==> config.mk <==
export PLATFORM = sky130hd
export DESIGN_NAME = gvss_alu
export DESIGN_NICKNAME = d
export VERILOG_FILES = /design/src/sv/gvss_pkg.sv /design/src/sv/gvss_alu.sv
export SDC_FILE = /design/constraint.sdc
export NUM_CORES = 1
export LEC_CHECK = 0
export ABC_AREA = 1
export BUFFER_PORTS_ARGS = -buffer_cell sky130_fd_sc_hd__buf_2
export CAP_MARGIN = 10
export CORE_MARGIN = 3
export CORE_UTILIZATION = 49
export DETAILED_ROUTE_END_ITERATION = 16
export PLACE_DENSITY = 0.8
export SLEW_MARGIN = 20
export SYNTH_ARGS = -nofsm -noshare
export SYNTH_HDL_FRONTEND = slang
export SYNTH_SLANG_ARGS = --single-unit
export TNS_END_PERCENT = 50
==> constraint.sdc <==
create_clock -name vclk -period 3.7
set_clock_uncertainty 0.15 [all_clocks]
set_input_delay 0.185 -clock vclk [all_inputs]
set_output_delay 0.185 -clock vclk [all_outputs]
set_load 0.005 [all_outputs]
==> src/sv/gvss_pkg.sv <==
// Shared types and constants for the greedy vertical seam search block.
// Used by every module of the block but gvss_ram, and by its port checker; depends on nothing.
package gvss_pkg;

  localparam int CFG_W     = 10;
  localparam int CFG_IDX_W = 2;
  localparam int FIELD_W   = 9;
  localparam int ENERGY_W  = 16;
  localparam int TOTAL_W   = 32;

  // Request codes carried in req_type.
  localparam logic [1:0] REQ_WRITE  = 2'd0;
  localparam logic [1:0] REQ_SEARCH = 2'd1;
  localparam logic [1:0] REQ_READ   = 2'd2;

  // Result kinds.
  localparam logic KIND_TOTAL = 1'b0;
  localparam logic KIND_SEAM  = 1'b1;

  // Configuration register indexes.
  localparam logic [CFG_IDX_W-1:0] CFG_ROWS_USED = 2'd0;
  localparam logic [CFG_IDX_W-1:0] CFG_COLS_USED = 2'd1;

  localparam logic [CFG_W-1:0] DIM_RESET = 10'd512;

  typedef struct packed {
    logic [1:0]          req_type;
    logic [FIELD_W-1:0]  row;
    logic [FIELD_W-1:0]  col;
    logic [ENERGY_W-1:0] energy;
  } req_t;

  typedef struct packed {
    logic                result_kind;
    logic [TOTAL_W-1:0]  total_energy;
    logic [FIELD_W-1:0]  seam_col;
    logic [FIELD_W-1:0]  row_index;
  } rsp_t;

  // Operations of the shared compare and add unit.
  typedef enum logic [1:0] {
    ALU_CAND,
    ALU_ACC,
    ALU_END
  } alu_op_t;

  typedef struct packed {
    logic               lt;
    logic [TOTAL_W-1:0] sum;
  } alu_res_t;

endpackage

==> src/sv/gvss_alu.sv <==
// Shared compare and add unit of the seam search: one 32-bit adder and one comparator.
// Depends on gvss_pkg for the operation code and result struct.
module gvss_alu (
  input  gvss_pkg::alu_op_t                op,
  input  logic [gvss_pkg::ENERGY_W-1:0]    sample,
  input  logic [gvss_pkg::ENERGY_W-1:0]    cost,
  input  logic [gvss_pkg::TOTAL_W-1:0]     run,
  input  logic [gvss_pkg::TOTAL_W-1:0]     lowest,
  output gvss_pkg::alu_res_t               res
);
  import gvss_pkg::*;

  logic [TOTAL_W-1:0] opa;
  logic [TOTAL_W-1:0] opb;
  logic [TOTAL_W-1:0] sum;

  always_comb begin
    sum = run + TOTAL_W'(cost);
    unique case (op)
      ALU_CAND: begin
        opa = TOTAL_W'(sample);
        opb = TOTAL_W'(cost);
      end
      ALU_ACC: begin
        // The path is abandoned once its cost exceeds the best total.
        opa = lowest;
        opb = sum;
      end
      ALU_END: begin
        opa = run;
        opb = lowest;
      end
      default: begin
        opa = '0;
        opb = '0;
      end
    endcase
    res.lt  = opa < opb;
    res.sum = sum;
  end

endmodule

# --- Word-level counts from Yosys, hierarchy flattened ---
# Cells that the tools add are included.
word_totals:
  register_bits: 0
  in_bits: 98
  output_inout_bits: 33
  wordCells: 7
op_classes:
  n_addsub: 1
  magnitude_cmp: 1
  eq_ne: 2
  muxes: 2
  reduce_logical: 1
ops:
  columns: ["cell", "count"]
  rows:
  - ["$pmux 32 s3", 2]
  - ["$add 32x16->32", 1]
  - ["$lt 32x32->1", 1]
  - ["$eq 2x1->1 const B", 1]
  - ["$eq 2x2->1 const B", 1]
  - ["$logic_not 2->1", 1]

# --- Logic depth before layout (Yosys ltp) ---
logic_depth:
  depth_word: 3
  ltp_mapped: 24
  ltp_nobuf: 24

# --- Least setup slack after synthesis ---
# No wires, ideal clock.
synth_timing:
  path_kind: "input port to output port"
  start: "input port cost[0] (netlist bit)"
  end: "output port res[32] (netlist bit)"
  t_arrival_ps: 2500
  required_time_ps: 3365
  path_slack_ps: 865
  cell_stages: 20
  n_path_buf: 0
  path_cell_list: "ha_1 inv_1 fa_1 inv_1 nand3_1 nand2_1 nand2_1 nand2_1 nand2_1 nand2_1 xor2_1 nand2_1 nand3_1 inv_1 ha_1 nand2_1 nor2_1 nor4_1 nand2_1 a21oi_1"
synth_lines:
  columns: ["element", "line", "rtl"]
  rows:
  - ["start, declared", "gvss_alu.sv:6", "input logic [gvss_pkg::ENERGY_W-1:0] cost,"]
  - ["end, declared", "gvss_alu.sv:9", "output gvss_pkg::alu_res_t res"]

==> flow_metrics.env <==
export IMPL_grt_start_max_net_pins=39
export IMPL_area_delta_synth_final_pct=22.5
export IMPL_yosysSeqAreaShare_pct=0
export IMPL_power_total_uw=593
export IMPL_finalSetupTns_ns=0
export IMPL_placed_area_um2=4050
export IMPL_critPathMaxStageDelay_ns=0.40
export IMPL_fillerInstances=675
export IMPL_ant_nets=0
export IMPL_cp_data_required_time_ns=3.37
export IMPL_hold_class="primary input to primary output"
export IMPL_slew_viol_final=0
export IMPL_vias_per_cell=5.37
export IMPL_worstSetupPathType="primary input to primary output"
export IMPL_worst_slack_ns=0.328
export IMPL_firstDrtPassIters=5
export IMPL_pre_cts_slack_ns=0.170
export IMPL_fp_dieArea_um2=7790
export IMPL_antenna_found_initial=0
export IMPL_ir_drop_mv=0.0719
export IMPL_rsz0062_at_grt="false"
export IMPL_finalHoldViolCount=0
export IMPL_critPathLaunchType="primary input"
export IMPL_design_seq_count=0
export IMPL_routed_wl_mm=10.9
export IMPL_coreArea_um2=6460
export IMPL_cap_violations=0
export IMPL_placement_rows=29
export IMPL_syn_inst=626
export IMPL_clock_buffers=0
export IMPL_ios=131
export IMPL_setup_viol=0
export IMPL_finalCritPeriodShare_pct=91.1
export IMPL_nets=895
export IMPL_crit_path_cell_trace="buf_2 > ha_1 > inv_1 > fa_1 > inv_1 > nand3_1 > nand2_2 > nand2_1 > nand2_1 > nand2_1 > nand2_2 > xor2_2 > nand2_1 > nand3_1 > inv_1 > ha_1 > nand2_1 > nor2_1 > nor4_1 > nand2_1 > a21oi_1 > buf_2"
export IMPL_drtIter0Drc=283
export IMPL_grt_pass1_wl_mm=18.0
export IMPL_max_freq_mhz=297
export IMPL_initial_core_util_pct=51.4
export IMPL_p_per_area_nw_per_um2=146
export IMPL_vias=4425
export IMPL_dp_hpwl_mm=9.19
export IMPL_cp_data_arrival_time_ns=3.04
export IMPL_hold_ws_ns=0.542
export IMPL_status="finished, final reports clean"
export IMPL_cpMostUsedCell="nand2_1"
export IMPL_final_seq_area_um2=0
export IMPL_routedWlPerCell_um=13.2
export IMPL_grt_pass1_vias=4208
export IMPL_grt_use_total_pct=27.5
export IMPL_power_leakage_nw=2.38
export IMPL_drc=0
export IMPL_relSlewSlack_pct=46.6
export IMPL_antenna_cells=0
export IMPL_synthesis_nets=772
export IMPL_path_max_fanout=5
export IMPL_syn_avg_cell_area_um2=5.30
export IMPL_synth_distinct_cells=44
export IMPL_fp_dieH_um=88.3
export IMPL_postLayoutCellArea_um2=4060
export IMPL_drive_gt1_share_pct=22.9
export IMPL_portBuffers=131
export IMPL_fin_util_pct=62.9
export IMPL_multi_input_area_um2=2840
export IMPL_synth_area_um2=3320
export IMPL_cpMaxStageDelayCell="fa_1"
export IMPL_final_common_cell="nand2_1"
export IMPL_dp_cells=824
export IMPL_finalCriticalPeriod_ns=3.37
export IMPL_fin_cells=824
export IMPL_gp_congestion=0.934
export IMPL_fp_dieW_um=88.3
export IMPL_yosys_warnings=0
export IMPL_mostFrequentLayoutCells="186 x nand2_1, 131 x buf_2, 113 x inv_1"
export IMPL_worst_slew_pin_slew_ns=0.800
export IMPL_overflow=0
export IMPL_endpoint_kind="primary output"
-- cell families after synthesis --
logic type,count (synthesis),share of synthesized area [%]
adders and majority gates,48,18.3
xor gates and xnor gates,15,4.19
and+or+nand+nor,322,42.4
buffers and inverters,132,15.0
AOI/OAI and AO/OA,109,20.1
-- path summary, 6_finish.rpt --
| kind | start | end | slack, ns | cells past startpoint |
|---|---|---|---|---|
| worst max-delay path | cost[0] | res[32] | 0.33 | 22 |
| worst min-delay path | run[0] | res[0] | 0.54 | 3 |
-- where the power goes --
part           internal (mW)  switching (mW)  leakage (nW)
sequential                 0               0             0
combinational          0.241           0.352          2.38
clock                      0               0             0
-- critical path: cells and delay by family --
family	cells	cell delay [ns]
XOR/XNOR	1	0.18
adder cells (fa/ha/maj)	3	0.85
AO/OA/AOI/OAI	1	0.17
AND/OR/NAND/NOR	12	1.23
buffers and inverters	5	0.40
-- cell type report --
type / instances / area share, %
Timing Repair Buffer: 135 / 16.9
Inverter: 118 / 10.9
Multi-Input combinational cell: 494 / 69.8
Tap cell: 77 / 2.37
-- synth_stat cells, types with 3 or more instances --
cell type,number,area share (%)
nand3_1,42,6.3
clkbuf_1,7,0.79
inv_1,113,13
nor2_1,44,5.0
a21oi_1,36,5.4
nand4_1,10,1.9
o22ai_1,13,2.5
o21bai_1,3,0.68
nand2_1,188,21
a21oi_2,3,0.79
ha_1,47,18
o211ai_1,19,4.3
inv_2,4,0.45
nand3_2,3,0.91
o21ai_0,17,2.6
a22oi_1,3,0.68
nand2_2,11,2.1
nor4_1,3,0.57
xnor2_1,6,1.6
o21ai_1,6,0.91
nor2_2,3,0.57
xor2_1,8,2.1
and2_1,8,1.5
buf_1,5,0.57
nor3_1,3,0.45
-- timing repair --
item,CTS,global route
hold buffers,0,0
endpoints found under the setup margin,0,1
resized for setup,0,5
buffers inserted,0,0
-- routing by layer --
| layer | GRT usage (%) | up-vias | part of all wire (%) |
|---|---|---|---|
| met5 | 0 | - | 0 |
| met4 | 2.88 | 0 | 0.61 |
| met3 | 1.02 | 8 | 6.1 |
| met2 | 51.3 | 146 | 48 |
| met1 | 36.3 | 1991 | 45 |
| li1 | - | 2280 | - |
(Power assumes the default switching activity.)
